File: config.mk
export PLATFORM = sky130hd
export DESIGN_NAME = gas_sensor_frame_receiver_unit
export DESIGN_NICKNAME = d
export VERILOG_FILES = /design/src/design/gsfr_pkg.sv /design/src/design/gsfr_frame.sv /design/src/design/gsfr_status.sv /design/src/design/gas_sensor_frame_receiver_unit.sv
export VERILOG_INCLUDE_DIRS = /design/src /design/src/design
export SDC_FILE = /design/constraint.sdc
export NUM_CORES = 1
export LEC_CHECK = 0
export BUFFER_PORTS_ARGS = -buffer_cell sky130_fd_sc_hd__clkbuf_2
export CORE_MARGIN = 4
export CORE_UTILIZATION = 68
export DETAILED_ROUTE_END_ITERATION = 6
export PLACE_DENSITY = 0.87
export SLEW_MARGIN = 20
export SYNTH_ARGS = -nofsm -noshare
export SYNTH_HDL_FRONTEND = slang
export SYNTH_SLANG_ARGS = --single-unit
File: constraint.sdc
create_clock -name clk -period 20.9 [get_ports clk]
set_clock_uncertainty 0.2 [all_clocks]
set_input_delay 6.27 -clock clk [delete_from_list [all_inputs] [get_ports clk]]
set_output_delay 6.27 -clock clk [all_outputs]
set_load 0.1 [all_outputs]
File: src/design/gas_sensor_frame_receiver_unit_defines.svh
// assertion macros shared by the gas sensor frame receiver modules
`ifndef GAS_SENSOR_FRAME_RECEIVER_UNIT_DEFINES_SVH
`define GAS_SENSOR_FRAME_RECEIVER_UNIT_DEFINES_SVH

// same-cycle implication, checked on clk, off while rst is high
`define GSFR_ASSERT_SAME(label, ante, cons) \
  label: assert property (@(posedge clk) disable iff (rst) (ante) |-> (cons)) \
    else $error("gsfr check failed");

// next-cycle implication, checked on clk, off while rst is high
`define GSFR_ASSERT_NEXT(label, ante, cons) \
  label: assert property (@(posedge clk) disable iff (rst) (ante) |=> (cons)) \
    else $error("gsfr check failed");

`endif

File: src/design/gsfr_pkg.sv
// shared types and constants of the gas sensor frame receiver
package gsfr_pkg;

  // request codes
  localparam logic [1:0] REQ_BYTE     = 2'd0;
  localparam logic [1:0] REQ_TICK     = 2'd1;
  localparam logic [1:0] REQ_LINE_ERR = 2'd2;

  // sensor state codes
  localparam logic [1:0] ST_WARMUP = 2'd0;
  localparam logic [1:0] ST_VALID  = 2'd1;
  localparam logic [1:0] ST_STALE  = 2'd2;

  // configuration register indexes
  localparam int unsigned CFG_IDX_W = 1;
  localparam logic [CFG_IDX_W-1:0] CFG_WARMUP = 1'b0;
  localparam logic [CFG_IDX_W-1:0] CFG_STALE  = 1'b1;
  localparam int unsigned CFG_DATA_W = 16;

  localparam logic [7:0]  START_MARK = 8'hFF;
  localparam logic [7:0]  HDR_ONE    = 8'h04;
  localparam logic [7:0]  HDR_TWO    = 8'h03;
  localparam int unsigned FRAME_LEN  = 9;
  localparam int unsigned HELD_MAX   = FRAME_LEN - 1;
  localparam int unsigned FILL_W     = 4;

  localparam logic [15:0] WARMUP_RESET = 16'd30000;
  localparam logic [15:0] STALE_RESET  = 16'd5000;

  localparam int unsigned COUNTER_BITS_DEF = 16;

  typedef struct packed {
    logic       fire;
    logic [1:0] req;
    logic [7:0] data;
  } step_t;

  typedef struct packed {
    logic        accepted;
    logic        rejected;
    logic [15:0] ppm;
  } frame_evt_t;

  typedef struct packed {
    logic [15:0] ppm;
    logic [1:0]  state;
    logic        new_reading;
    logic        rejected;
  } result_t;

endpackage

File: src/design/gsfr_frame.sv
// frame assembly, header and checksum test, resync after a bad frame
`include "gas_sensor_frame_receiver_unit_defines.svh"

module gsfr_frame (
  input  logic                clk,
  input  logic                rst,
  input  gsfr_pkg::step_t     step,
  output gsfr_pkg::frame_evt_t evt
);

  logic [7:0]                  frame_bytes [gsfr_pkg::HELD_MAX];
  logic [7:0]                  frame_bytes_next [gsfr_pkg::HELD_MAX];
  logic [gsfr_pkg::FILL_W-1:0] fill_count;
  logic [gsfr_pkg::FILL_W-1:0] fill_count_next;

  logic [7:0]                  all_b [gsfr_pkg::FRAME_LEN];
  logic [7:0]                  sum;
  logic                        chk_ok;
  logic                        found;
  logic [gsfr_pkg::FILL_W-1:0] idx;
  logic [7:0]                  shifted [gsfr_pkg::HELD_MAX];
  logic [gsfr_pkg::FILL_W-1:0] keep;

  always_comb begin
    for (int k = 0; k < gsfr_pkg::HELD_MAX; k++) begin
      all_b[k] = frame_bytes[k];
    end
    all_b[gsfr_pkg::HELD_MAX] = step.data;
  end

  // bytes 1..8 summed: a good frame adds up to zero and carries the start mark and both header bytes
  always_comb begin
    sum = 8'd0;
    for (int k = 1; k < gsfr_pkg::FRAME_LEN; k++) begin
      sum = sum + all_b[k];
    end
    chk_ok = (all_b[0] == gsfr_pkg::START_MARK) && (all_b[1] == gsfr_pkg::HDR_ONE) &&
             (all_b[2] == gsfr_pkg::HDR_TWO) && (sum == 8'd0);
  end

  // first start mark after byte 0
  always_comb begin
    found = 1'b0;
    idx   = '0;
    for (int k = 1; k < gsfr_pkg::FRAME_LEN; k++) begin
      if (!found && all_b[k] == gsfr_pkg::START_MARK) begin
        found = 1'b1;
        idx   = gsfr_pkg::FILL_W'(k);
      end
    end
    keep = gsfr_pkg::FILL_W'(gsfr_pkg::FRAME_LEN) - idx;
  end

  always_comb begin
    logic [gsfr_pkg::FILL_W:0] src;
    for (int j = 0; j < gsfr_pkg::HELD_MAX; j++) begin
      src = {1'b0, idx} + (gsfr_pkg::FILL_W + 1)'(j);
      if (src <= (gsfr_pkg::FILL_W + 1)'(gsfr_pkg::HELD_MAX)) begin
        shifted[j] = all_b[src[gsfr_pkg::FILL_W-1:0]];
      end else begin
        shifted[j] = frame_bytes[j];
      end
    end
  end

  always_comb begin
    frame_bytes_next = frame_bytes;
    fill_count_next  = fill_count;
    evt              = '0;
    if (step.fire) begin
      case (step.req)
        gsfr_pkg::REQ_BYTE: begin
          if (fill_count == '0) begin
            if (step.data == gsfr_pkg::START_MARK) begin
              frame_bytes_next[0] = step.data;
              fill_count_next     = gsfr_pkg::FILL_W'(1);
            end
          end else if (fill_count < gsfr_pkg::FILL_W'(gsfr_pkg::HELD_MAX)) begin
            frame_bytes_next[fill_count[2:0]] = step.data;
            fill_count_next = fill_count + gsfr_pkg::FILL_W'(1);
          end else if (chk_ok) begin
            evt.accepted    = 1'b1;
            evt.ppm         = {all_b[4], all_b[5]};
            fill_count_next = '0;
          end else begin
            evt.rejected = 1'b1;
            if (found) begin
              frame_bytes_next = shifted;
              fill_count_next  = keep;
            end else begin
              fill_count_next = '0;
            end
          end
        end
        gsfr_pkg::REQ_LINE_ERR: begin
          fill_count_next = '0;
        end
        default: begin
        end
      endcase
    end
  end

  always_ff @(posedge clk) begin
    if (rst) begin
      fill_count <= '0;
    end else begin
      fill_count <= fill_count_next;
    end
  end

  always_ff @(posedge clk) begin
    frame_bytes <= frame_bytes_next;
  end

  `GSFR_ASSERT_SAME(a_fill_bound, 1'b1, fill_count <= gsfr_pkg::FILL_W'(gsfr_pkg::HELD_MAX))
  `GSFR_ASSERT_NEXT(a_hunt_drop, step.fire && step.req == gsfr_pkg::REQ_BYTE && fill_count == '0 && step.data != gsfr_pkg::START_MARK, fill_count == '0)

endmodule

File: src/design/gsfr_status.sv
// configuration, tick counters, latched reading and sensor state
`include "gas_sensor_frame_receiver_unit_defines.svh"

module gsfr_status #(
  parameter int unsigned COUNTER_BITS = gsfr_pkg::COUNTER_BITS_DEF
) (
  input  logic                             clk,
  input  logic                             rst,
  input  logic                             cfg_we,
  input  logic [gsfr_pkg::CFG_IDX_W-1:0]   cfg_index,
  input  logic [gsfr_pkg::CFG_DATA_W-1:0]  cfg_data,
  input  gsfr_pkg::step_t                  step,
  input  gsfr_pkg::frame_evt_t             evt,
  output gsfr_pkg::result_t                res
);

  logic [15:0]             warmup_ms;
  logic [15:0]             stale_ms;
  logic [15:0]             last_ppm;
  logic [15:0]             last_ppm_next;
  logic                    reading_seen;
  logic                    reading_seen_next;
  logic [COUNTER_BITS-1:0] reading_age;
  logic [COUNTER_BITS-1:0] reading_age_next;
  logic [COUNTER_BITS-1:0] uptime_count;
  logic [COUNTER_BITS-1:0] uptime_count_next;

  always_comb begin
    last_ppm_next     = last_ppm;
    reading_seen_next = reading_seen;
    reading_age_next  = reading_age;
    uptime_count_next = uptime_count;
    // saturating counters
    if (step.fire && step.req == gsfr_pkg::REQ_TICK) begin
      if (!(&uptime_count)) begin
        uptime_count_next = uptime_count + COUNTER_BITS'(1);
      end
      if (!(&reading_age)) begin
        reading_age_next = reading_age + COUNTER_BITS'(1);
      end
    end
    if (evt.accepted) begin
      last_ppm_next     = evt.ppm;
      reading_seen_next = 1'b1;
      reading_age_next  = '0;
    end

    res.ppm         = last_ppm_next;
    res.new_reading = evt.accepted;
    res.rejected    = evt.rejected;
    if (uptime_count_next < COUNTER_BITS'(warmup_ms)) begin
      res.state = gsfr_pkg::ST_WARMUP;
    end else if (reading_seen_next && reading_age_next <= COUNTER_BITS'(stale_ms)) begin
      res.state = gsfr_pkg::ST_VALID;
    end else begin
      res.state = gsfr_pkg::ST_STALE;
    end
  end

  always_ff @(posedge clk) begin
    if (rst) begin
      warmup_ms    <= gsfr_pkg::WARMUP_RESET;
      stale_ms     <= gsfr_pkg::STALE_RESET;
      last_ppm     <= '0;
      reading_seen <= 1'b0;
      reading_age  <= '0;
      uptime_count <= '0;
    end else begin
      if (cfg_we) begin
        case (cfg_index)
          gsfr_pkg::CFG_WARMUP: warmup_ms <= cfg_data;
          gsfr_pkg::CFG_STALE:  stale_ms  <= cfg_data;
          default: begin
          end
        endcase
      end
      last_ppm     <= last_ppm_next;
      reading_seen <= reading_seen_next;
      reading_age  <= reading_age_next;
      uptime_count <= uptime_count_next;
    end
  end

  `GSFR_ASSERT_NEXT(a_fresh_reading, evt.accepted, reading_seen && reading_age == '0)

endmodule

File: src/design/gas_sensor_frame_receiver_unit.sv
// Gas sensor frame receiver: takes received bytes, millisecond ticks and
// line errors, assembles 9-byte frames that start with 0xFF, checks header and
// checksum, and returns one result per item with the latched ppm and the
// warming-up/valid/stale state. One item per clock sustained while out_ready
// stays high; each item passes the input register, then a single-pass update
// into the result register. in_ready follows out_ready through the one-entry
// input stage.
module gas_sensor_frame_receiver_unit #(
  parameter int unsigned COUNTER_BITS = gsfr_pkg::COUNTER_BITS_DEF
) (
  input  logic                            clk,
  input  logic                            rst,
  input  logic                            in_valid,
  output logic                            in_ready,
  input  logic [1:0]                      req_type,
  input  logic [7:0]                      rx_byte,
  output logic                            out_valid,
  input  logic                            out_ready,
  output logic [15:0]                     ppm,
  output logic [1:0]                      sensor_state,
  output logic                            new_reading,
  output logic                            frame_rejected,
  input  logic                            cfg_we,
  input  logic [gsfr_pkg::CFG_IDX_W-1:0]  cfg_index,
  input  logic [gsfr_pkg::CFG_DATA_W-1:0] cfg_data
);

  logic                 s1_valid;
  logic [1:0]           s1_req;
  logic [7:0]           s1_byte;
  logic                 advance;
  gsfr_pkg::step_t      step;
  gsfr_pkg::frame_evt_t evt;
  gsfr_pkg::result_t    res;
  gsfr_pkg::result_t    o_res;

  // the result register frees up when empty or when its transfer happens
  assign advance  = !out_valid || out_ready;
  assign in_ready = !s1_valid || advance;

  assign step.fire = s1_valid && advance;
  assign step.req  = s1_req;
  assign step.data = s1_byte;

  gsfr_frame u_frame (
    .clk  (clk),
    .rst  (rst),
    .step (step),
    .evt  (evt)
  );

  gsfr_status #(
    .COUNTER_BITS (COUNTER_BITS)
  ) u_status (
    .clk       (clk),
    .rst       (rst),
    .cfg_we    (cfg_we),
    .cfg_index (cfg_index),
    .cfg_data  (cfg_data),
    .step      (step),
    .evt       (evt),
    .res       (res)
  );

  always_ff @(posedge clk) begin
    if (rst) begin
      s1_valid  <= 1'b0;
      out_valid <= 1'b0;
    end else begin
      if (in_ready) begin
        s1_valid <= in_valid;
      end
      if (advance) begin
        out_valid <= s1_valid;
      end
    end
  end

  always_ff @(posedge clk) begin
    if (in_ready && in_valid) begin
      s1_req  <= req_type;
      s1_byte <= rx_byte;
    end
    if (step.fire) begin
      o_res <= res;
    end
  end

  assign ppm            = o_res.ppm;
  assign sensor_state   = o_res.state;
  assign new_reading    = o_res.new_reading;
  assign frame_rejected = o_res.rejected;

endmodule
==> results.sh, run 1 <==
export IMPL_synth_async_reset_ratio_pct=0
export IMPL_dieArea_sq_mm=0.0208
export IMPL_reg2regPathDepth=24
export IMPL_pre_cts_slack_ns=7.44
export IMPL_post_cts_setup_buffers=0
export IMPL_place_area_sq_mm=0.0130
export IMPL_initial_utilization_pct=69.8
export IMPL_numClockSinks=181
export IMPL_worstSetupEndpointType="output port"
export IMPL_drcViolationCount=0
export IMPL_maxCapViolations=0
export IMPL_tns_ns=0
export IMPL_crit_slowest_cell="clkbuf_2"
export IMPL_final_area_sq_mm=0.0137
export IMPL_cp_start_kind="input port"
export IMPL_insertedDiodeCount=0
export IMPL_finalSetupViolCount=0
export IMPL_postLayoutCoreUtil_pct=75.7
export IMPL_crit_end="in_ready"
export IMPL_drt_total_wl_mm=36.9
export IMPL_min_period_ns=13.47
export IMPL_worst_hold_path_type="reg2reg"
export IMPL_cts_resized=0
export IMPL_tightest_slew_ns=1.12
export IMPL_clock_fmax_ghz=0.0743
export IMPL_synthesis_area_sq_mm=0.0126
export IMPL_antenna_found_initial=0
export IMPL_drtAntennaViolNets=0
export IMPL_p_leak_nw=5.60
export IMPL_hold_depth=2
export IMPL_yosys_most_used_dff="edfxtp_1"
export IMPL_reg2reg_from="s1_byte[2]"
export IMPL_synth_area_top_cells="edfxtp_1 (22%), dfxtp_1 (14%), fa_1 (6.2%), mux4_2 (5.7%), ha_1 (5.1%)"
export IMPL_total_power_uw=794
export IMPL_synth_seq_cells=181
export IMPL_cellPowerDensity_mw_per_mm2=58.0
export IMPL_cts_root_buf="clkbuf_16"
export IMPL_syn_area_per_cell_sq_um=9.92
export IMPL_crit_start="out_ready"
export IMPL_grt_max_degree=92
export IMPL_dp_hpwl_mm=27.1
export IMPL_grt_pass1_wl_mm=58.0
export IMPL_top_layer="met4"
export IMPL_crit_type="in2out"
export IMPL_crit_chain="clkbuf_2 -> nor2b_1 -> nand2_1 -> clkbuf_2"
export IMPL_clk_latency_ns=0.46
export IMPL_syn_inst=1274
export IMPL_yosysTopAreaCellShare_pct=22.3
export IMPL_slew_limit_headroom_pct=25.1
export IMPL_r2r_setup_slack_ns=12.62
export IMPL_synth_nets=1396
export IMPL_grt_setup_unrepaired="false"
export IMPL_place_gp_congestion=1.03
export IMPL_grt_remaining_overflow=0
export IMPL_status="finished, final reports clean"
export IMPL_wl_per_cell_um=23.9
export IMPL_synth_edf_count=94
export IMPL_postCtsHoldBufs=0
export IMPL_yosys_warnings=0
export IMPL_wirelength_met1_mm=12.8
export IMPL_routed_via_count=11000
export IMPL_drt_iter0_markers=1377
export IMPL_drive_gt1_share_pct=14.2
export IMPL_arrival_ns=7.00
export IMPL_timing_final_max_slew_violations=0
export IMPL_worstPathMaxFanout=3
export IMPL_core_area_sq_mm=0.0181
export IMPL_grt_pass1_vias=10900
export IMPL_crit_required_ns=14.43
export IMPL_cts_buffers_inserted=17
export IMPL_wl_met2_mm=17.4
export IMPL_clk_pin_slew_ns=0.08
export IMPL_finalHoldViolations=0
export IMPL_critPathMostFrequentCell="clkbuf_2"
export IMPL_yosysUniqueCellTypes=84
export IMPL_ctsHtreeMaxLevel=4
export IMPL_portBuffers=53
export IMPL_cts_tree="built"
export IMPL_rows=49
export IMPL_drt_first_pass_iters=6
export IMPL_grt_usage_pct=36.2
export IMPL_fin_crit_sh_pct=64.4
export IMPL_reg2reg_to="sensor_state[1]"
export IMPL_syn_to_final_growth_pct=8.39
export IMPL_max_stage_delay_ns=0.37
export IMPL_yosysSeqAreaShare_pct=36.1
export IMPL_nNetsFinal=1423
export IMPL_route_met3_wl_mm=4.06
export IMPL_clockBufferDepth=2
export IMPL_vias_per_cell=7.12
export IMPL_num_io_pins=54
export IMPL_fin_ws_ns=7.43
export IMPL_max_vdd_ir_drop_mv=0.0603
export IMPL_fp_dieH_um=144
export IMPL_yosys_area_top_type="edfxtp_1"
export IMPL_die_w_um=144
## worst min-delay path by stage
stage / from / end / slack, ns
floorplan: u_status.stale_ms[10] / u_status.stale_ms[10] / 0.24
global placement: u_status.stale_ms[6] / u_status.stale_ms[6] / 0.24
detailed placement: u_status.stale_ms[15] / u_status.stale_ms[15] / 0.25
CTS: u_status.stale_ms[15] / u_status.stale_ms[15] / 0.26
global route: u_status.stale_ms[13] / u_status.stale_ms[13] / 0.29
finish: u_status.warmup_ms[6] / u_status.warmup_ms[6] / 0.26
## flip-flops by register name, indices dropped and copies added, names as in the netlist, 2 cells and up
name	count
u_frame.all_b	64
s1_req	2
s1_byte	8
u_status.reading_age	16
sensor_state	2
u_frame.fill_count	4
u_status.uptime_count	16
u_status.last_ppm	16
u_status.warmup_ms	16
ppm	16
u_status.stale_ms	16
## routing by layer
metal	GRT usage (%)	up-vias
li1	-	4744
met1	43.9	5151
met3	7.04	233
met4	22.5	0
met5	0	-
met2	59.6	858
## through the flow
stage / cells / hold slack (ns)
final: 1543 / 0.255
after detailed placement: 1511 / 0.247
after CTS: 1543 / 0.257
after global placement: 1511 / 0.245
after floorplan: 1274 / 0.236
after global routing: 1543 / 0.288
## cell families after synthesis
logic type	after synthesis	share of synthesized area, %
and+or+nand+nor	443	18.0
AOI/OAI and AO/OA	262	15.7
DFF	181	36.1
muxes	86	10.4
xor gates and xnor gates	37	2.78
adders and majority gates	90	11.2
buffers and inverters	175	5.74
## cells in the mapped netlist (7+ instances only)
library cell and n:
nand2b_1 7, a211oi_1 7, nor3_1 46, or3_1 7, nand4_1 28, inv_1 103
clkbuf_1 36, and2_1 15, ha_1 51, xor2_1 11, nand3_1 29, buf_2 25
and3_1 15, nor2b_1 29, edfxtp_1 94, dfxtp_1 87, nor2_1 78, o22ai_1 11
fa_1 39, o211ai_1 16, o21ai_0 26, o2111ai_1 18, and2b_1 8, a211o_1 17
a22oi_1 16, mux4_2 32, mux2i_1 35, a21oi_1 50, xnor2_1 24, a21o_1 8
mux2_4 8, a221o_1 32, mux2_2 11, a22o_1 17, nand2_1 137
## worst max-delay path: cells and delay by family
| kind | cells | cell delay (ns) |
|---|---|---|
| buf+inv | 2 | 0.46 |
| simple gates | 2 | 0.27 |
## where the power goes
| part | leakage, nW | internal [mW] | total, mW | switching, mW |
|---|---|---|---|---|
| Clock | 0.303 | 0.167 | 0.340 | 0.174 |
| Combinational | 3.70 | 0.0236 | 0.0731 | 0.0495 |
| Sequential | 1.60 | 0.377 | 0.380 | 0.00310 |
| Total | 5.60 | 0.567 | 0.794 | 0.226 |
## cell usage in the layout (no fill, tap or decap), drive strengths merged, types with 25 or more instances in the layout
cell type | synthesis | layout
o21ai | 28 | 28
ha | 51 | 51
edfxtp | 94 | 94
fa | 39 | 39
mux2i | 35 | 35
dfxtp | 87 | 87
nand2 | 137 | 137
clkbuf | 36 | 70
nor2b | 29 | 29
mux4 | 32 | 32
nor2 | 78 | 78
nand3 | 29 | 29
inv | 105 | 115
buf | 34 | 25
a21oi | 51 | 51
nand4 | 28 | 28
a221o | 32 | 32
nor3 | 50 | 50
## cell type report
class | instances | area [sq um]
repair buffers | 78 | 453
well taps | 229 | 287
flip-flops and latches | 181 | 4560
clock buffers | 17 | 425
inverters | 105 | 397
multi-input cells | 918 | 7360
fillers | 1197 | 4390
clock inverters | 15 | 204
Power figures use the tool's default switching activity.
==> run 2: changes to the inputs <==
- ABC_AREA: unset -> 1
- CORE_UTILIZATION: 68 -> 58
- PLACE_DENSITY: 0.87 -> 0.78
- clock period: 20.9 -> 11 ns (I/O delays scaled with it)
==> results.sh, run 2 <==
export IMPL_total_power_mw=1.49
export IMPL_yosysUniqueCellTypes=59
export IMPL_drt_first_pass_iters=7
export IMPL_dieArea_sq_mm=0.0267
export IMPL_syn_to_final_growth_pct=6.57
export IMPL_cp_start_kind="input port"
export IMPL_cts_tree="built"
export IMPL_synthesis_area_sq_mm=0.0140
export IMPL_cts_root_buf="clkbuf_16"
export IMPL_num_io_pins=54
export IMPL_place_gp_congestion=1.06
export IMPL_arrival_ns=4.02
export IMPL_portBuffers=53
export IMPL_grt_pass1_vias=13000
export IMPL_wl_per_cell_um=23.5
export IMPL_crit_slowest_cell="clkbuf_2"
export IMPL_fin_ws_ns=3.48
export IMPL_crit_chain="clkbuf_2 -> inv_1 -> nand3_1 -> clkbuf_2"
export IMPL_synth_edf_count=94
export IMPL_critPathMostFrequentCell="clkbuf_2"
export IMPL_synth_seq_cells=181
export IMPL_drcViolationCount=1
export IMPL_yosysMostFrequentCell="nand2_1"
export IMPL_finalSetupViolCount=0
export IMPL_grt_usage_pct=40.0
export IMPL_crit_required_ns=7.50
export IMPL_die_w_um=163
export IMPL_synthMuxAreaShare_pct=0.143
export IMPL_max_vdd_ir_drop_mv=0.0812
export IMPL_grt_setup_unrepaired="false"
export IMPL_cp_buffers_inverters=3
export IMPL_status="finished with violations"
export IMPL_clock_fmax_ghz=0.133
export IMPL_pre_cts_slack_ns=3.32
export IMPL_p_leak_nw=6.88
export IMPL_final_area_sq_mm=0.0149
export IMPL_fillCellCount=2204
export IMPL_max_stage_delay_ns=0.48
export IMPL_postCtsHoldBufs=0
export IMPL_nNetsFinal=2071
export IMPL_yosys_most_used_dff="edfxtp_1"
export IMPL_syn_area_per_cell_sq_um=7.19
export IMPL_finalHoldViolations=0
export IMPL_synth_xor_area_share_pct=2.57
export IMPL_synthTopCellsByCount="nand2_1 (538), nand3_1 (311), inv_1 (219)"
export IMPL_clk_pin_slew_ns=0.07
export IMPL_yosys_warnings=0
export IMPL_yosys_area_share_simple_pct=37.9
export IMPL_min_period_ns=7.52
export IMPL_crit_cells=4
export IMPL_numClockSinks=181
export IMPL_grt_pass1_wl_mm=79.3
export IMPL_syn_inst=1951
export IMPL_synth_compound_area_share_pct=7.02
export IMPL_cellPowerDensity_mw_per_mm2=99.8
export IMPL_post_cts_setup_buffers=0
export IMPL_yosysSeqAreaShare_pct=32.6
export IMPL_clk_latency_ns=0.46
export IMPL_worstPathMaxFanout=3
export IMPL_timing_final_max_slew_violations=0
export IMPL_core_area_sq_mm=0.0236
export IMPL_synth_nets=2073
export IMPL_violations="design-rule violations"
export IMPL_slew_limit_headroom_pct=18.2
export IMPL_synth_top_family_by_area="simple AND/OR/NAND/NOR gates"
export IMPL_routed_via_count=14300
export IMPL_worstSetupEndpointType="output port"
export IMPL_vias_per_cell=6.27
export IMPL_crit_type="in2out"
export IMPL_maxCapViolations=0
export IMPL_reg2reg_from="u_frame.all_b[10]"
export IMPL_drt_total_wl_mm=53.6
export IMPL_synthAdderAreaFrac_pct=10.1
export IMPL_ctsHtreeMaxLevel=4
export IMPL_reg2reg_to="sensor_state[0]"
export IMPL_tightest_slew_ns=1.23
export IMPL_insertedDiodeCount=0
export IMPL_grt_max_degree=77
export IMPL_crit_start="out_ready"
export IMPL_final_cells=2281
export IMPL_layout_common_cells="nand2_1 (538), nand3_1 (311), inv_1 (219), edfxtp_1 (94), nor2_1 (88)"
export IMPL_dp_hpwl_mm=39.9
export IMPL_place_area_sq_mm=0.0144
export IMPL_largest_reg_flops=64
export IMPL_dp_cells=2249
export IMPL_drt_iter0_markers=2394
export IMPL_r2r_setup_slack_ns=3.88
export IMPL_yosysTopAreaCellShare_pct=20.1
export IMPL_rows=56
export IMPL_initial_utilization_pct=59.4
export IMPL_worst_hold_path_type="reg2reg"
export IMPL_synth_area_top_cells="edfxtp_1 (20%), nand2_1 (14%), dfxtp_1 (12%), nand3_1 (11%), inv_1 (5.9%)"
export IMPL_final_common_cell="nand2_1"
export IMPL_postLayoutCoreUtil_pct=63.3
export IMPL_cts_buffers_inserted=17
export IMPL_fp_dieH_um=163
export IMPL_synth_async_reset_ratio_pct=0
export IMPL_fin_crit_sh_pct=68.4
export IMPL_crit_end="in_ready"
export IMPL_grt_remaining_overflow=0
export IMPL_drive_gt1_share_pct=8.51
export IMPL_clockBufferDepth=2
export IMPL_drtAntennaViolNets=0
export IMPL_reg2regPathDepth=30
export IMPL_antenna_found_initial=0
export IMPL_cts_resized=0
export IMPL_critical_path_top_delay_family="buffers and inverters"
export IMPL_yosys_area_top_type="edfxtp_1"
export IMPL_holdWs_ns=0.265
export IMPL_tns_ns=0
## run 2: changes by cell type after synthesis, sizes merged, moves of 32 or more
cell and delta:
mux4 -32, nand4 +57, inv +123, mux2i -33, nand3 +287, nand2 +408
a221o -32, o21ai +34
## run 2: worst min-delay path by stage
stage,depth (start not counted),to,from,slack [ns]
6_report,2,u_status.warmup_ms[9],u_status.warmup_ms[9],0.26
2_1_floorplan,2,u_status.stale_ms[10],u_status.stale_ms[10],0.23
4_1_cts,2,u_status.reading_seen,u_status.reading_seen,0.27
3_3_place_gp,2,u_status.reading_seen,u_status.reading_seen,0.24
3_5_place_dp,2,u_status.reading_seen,u_status.reading_seen,0.25
5_1_grt,2,u_status.stale_ms[13],u_status.stale_ms[13],0.29
## run 2: layout make-up
cell class | instances | area (sq um) | area share (%)
clock buffers | 17 | 425 | 2.85
clock inverters | 15 | 145 | 0.972
inverters | 235 | 882 | 5.90
multi-input cells | 1442 | 8110 | 54.3
flip-flops and latches | 181 | 4570 | 30.6
well taps | 319 | 399 | 2.67
repair buffers | 72 | 408 | 2.73
## run 2: power by group
| part | leakage, nW | internal, mW | switching, mW | total [mW] |
|---|---|---|---|---|
| clock | 0.273 | 0.301 | 0.312 | 0.612 |
| sequential | 1.63 | 0.719 | 0.00683 | 0.726 |
| combinational | 4.98 | 0.0417 | 0.110 | 0.152 |
## run 2: worst register-to-register path, delay by kind of cell (launching register included)
family          cells  cell delay (ns)
fa+ha+maj           7             2.82
simple gates       12             2.01
buf+inv             6             0.90
flops               1             0.45
compound gates      5             0.50
## run 2: logic make-up (layout without fill, tap and decap cells)
logic type                 after synthesis  in the layout
and+or+nand+nor                       1150           1150
buffers and inverters                  328            339
DFF                                    181            181
AOI/OAI and AO/OA                      164            164
adders and majority gates               90             90
xor gates and xnor gates                36             36
muxes                                    2              2
## run 2: per-layer routing
layer | track usage [%] | vias to the layer above | wire length, um
li1 | - | 6500 | -
met1 | 56.5 | 6608 | 21400
met2 | 55.8 | 1024 | 21400
met3 | 13.7 | 168 | 8130
met4 | 16.7 | 0 | 2710
met5 | 0 | - | 0
==> run 3: changes to the inputs <==
- ABC_AREA: 1 -> 0
- CORE_UTILIZATION: 58 -> 63
- PLACE_DENSITY: 0.78 -> 0.81
- clock period: 11 -> 7.2 ns (I/O delays scaled with it)
==> results.sh, run 3 (synthesized netlist as in run 1, its figures left out) <==
export IMPL_final_area_sq_mm=0.0142
export IMPL_fin_crit_sh_pct=98.7
export IMPL_nNetsFinal=1464
export IMPL_final_common_cell="nand2_1"
export IMPL_drtAntennaViolNets=0
export IMPL_drt_first_pass_iters=7
export IMPL_crit_type="reg2reg"
export IMPL_finalSetupViolCount=0
export IMPL_cp_start_kind="flop"
export IMPL_clock_fmax_ghz=0.141
export IMPL_cellPowerDensity_mw_per_mm2=160
export IMPL_fp_dieH_um=150
export IMPL_place_area_sq_mm=0.0133
export IMPL_worst_hold_path_type="reg2reg"
export IMPL_p_leak_nw=5.81
export IMPL_slew_limit_headroom_pct=19.0
export IMPL_grt_pass1_vias=10900
export IMPL_tightest_slew_ns=1.21
export IMPL_r2r_setup_slack_ns=0.1
export IMPL_wl_per_cell_um=24.1
export IMPL_worstPathMaxFanout=6
export IMPL_num_io_pins=54
export IMPL_final_cells=1620
export IMPL_drt_iter0_markers=1574
export IMPL_regArea_sq_mm=0.00456
export IMPL_max_vdd_ir_drop_mv=0.199
export IMPL_timing_final_max_slew_violations=0
export IMPL_drcViolationCount=0
export IMPL_routed_via_count=11100
export IMPL_clockBufferDepth=2
export IMPL_ctsHtreeMaxLevel=4
export IMPL_cts_tree="built"
export IMPL_core_area_sq_mm=0.0196
export IMPL_dieArea_sq_mm=0.0224
export IMPL_drt_total_wl_mm=39.0
export IMPL_rows=51
export IMPL_crit_start="u_frame.all_b[42]"
export IMPL_maxCapViolations=0
export IMPL_grt_remaining_overflow=0
export IMPL_layout_common_cells="nand2_1 (136), inv_1 (101), edfxtp_1 (94), dfxtp_1 (87), nor2_1 (70)"
export IMPL_reg2reg_from="u_frame.all_b[42]"
export IMPL_status="finished, final reports clean"
export IMPL_antenna_found_initial=0
export IMPL_multi_input_area_sq_mm=0.00754
export IMPL_portBuffers=53
export IMPL_postCtsHoldBufs=0
export IMPL_min_period_ns=7.10
export IMPL_insertedDiodeCount=0
export IMPL_cts_buffers_inserted=17
export IMPL_numClockSinks=181
export IMPL_arrival_ns=7.08
export IMPL_place_gp_congestion=1.02
export IMPL_dp_hpwl_mm=28.2
export IMPL_worstSetupEndpointType="flop"
export IMPL_cts_root_buf="clkbuf_16"
export IMPL_fin_ws_ns=0.0961
export IMPL_hp_start="u_status.stale_ms[15]"
export IMPL_vias_per_cell=6.83
export IMPL_fillCellCount=1427
export IMPL_finalHoldViolations=0
export IMPL_crit_required_ns=7.18
export IMPL_grt_pass1_wl_mm=59.5
export IMPL_grt_usage_pct=34.7
export IMPL_dp_cells=1578
export IMPL_largest_reg_flops=64
export IMPL_grt_max_degree=92
export IMPL_initial_utilization_pct=64.5
export IMPL_pre_cts_slack_ns=0.0103
export IMPL_drive_gt1_share_pct=18.7
export IMPL_die_w_um=150
export IMPL_clk_pin_slew_ns=0.08
export IMPL_clk_latency_ns=0.45
export IMPL_syn_to_final_growth_pct=12.4
export IMPL_grt_setup_unrepaired="true"
[run 3: cell count changes in the layout (fill, tap and decap cells not counted), sizes merged, moves of 22 or more]
cell   change
o21ai     -34
nor2      -22
mux2i     +33
nand2    -408
inv      -122
nand3    -287
nand4     -57
mux4      +32
buf       +47
nor2b     +29
a221o     +32
[run 3: layout make-up]
cell class,count,share of cell area (%)
Clock buffer,17,3.00
Inverter,105,2.79
Clock inverter,15,1.14
Sequential cell,181,32.2
Multi-Input combinational cell,918,53.1
Timing Repair Buffer,119,5.46
Tap cell,265,2.34
[run 3: stage by stage]
step | power (mW) | hold slack [ns] | TNS [ns] | util, %
after floorplan | 1.27 | 0.236 | 0 | -
after global placement | 1.34 | 0.244 | 0 | 68.1
after detailed placement | 1.34 | 0.247 | 0 | 68.1
after CTS | 2.25 | 0.258 | 0 | 71.1
after global routing | 2.33 | 0.273 | -0.213 | 72.5
final | 2.27 | 0.260 | 0 | 72.5
[run 3: timing repair]
action / CTS / global route
gates cloned: 0 / 1
setup endpoints to repair: 2 / 2
resized for setup: 2 / 32
buffers inserted: 0 / 9
pin swaps: 1 / 27
[run 3: layer usage]
| metal | vias up | GRT usage [%] | wire length [um] |
|---|---|---|---|
| met2 | 788 | 56.0 | 18000 |
| met4 | 0 | 23.5 | 3410 |
| met1 | 5185 | 41.2 | 13300 |
| met5 | - | 0 | 0 |
| met3 | 254 | 8.36 | 4210 |
| li1 | 4845 | - | - |
[run 3: report_power, final]
group | internal, mW | switching [mW]
clock network | 0.466 | 0.473
registers | 1.09 | 0.0116
logic | 0.0714 | 0.154
[run 3: path summary, 6_finish.rpt]
| check | to | cells past startpoint |
|---|---|---|
| worst min register to register | u_status.stale_ms[15] | 2 |
| worst min-delay path | u_status.stale_ms[15] | 2 |
| worst max-delay path | sensor_state[1] | 26 |
| worst max register to register | sensor_state[1] | 26 |
[run 3: critical path, stage by stage (launching register included)]
cell and delay (ns):
edfxtp_1 0.43, fa_1 0.57, inv_2 0.04, fa_1 0.55, fa_1 0.43, fa_1 0.43, inv_1 0.07, ha_2 0.19
inv_2 0.04, fa_1 0.50, or4bb_1 0.42, nor4_2 0.23, buf_4 0.16, nand4_1 0.22, nor3_2 0.29, nand3_1 0.15
nor2_2 0.20, buf_6 0.19, nor2_4 0.06, ha_4 0.23, nand4_1 0.13, nor2_4 0.07, a2111oi_4 0.35, o21ai_1 0.14
a211o_1 0.27, o221ai_2 0.18, a21oi_1 0.09
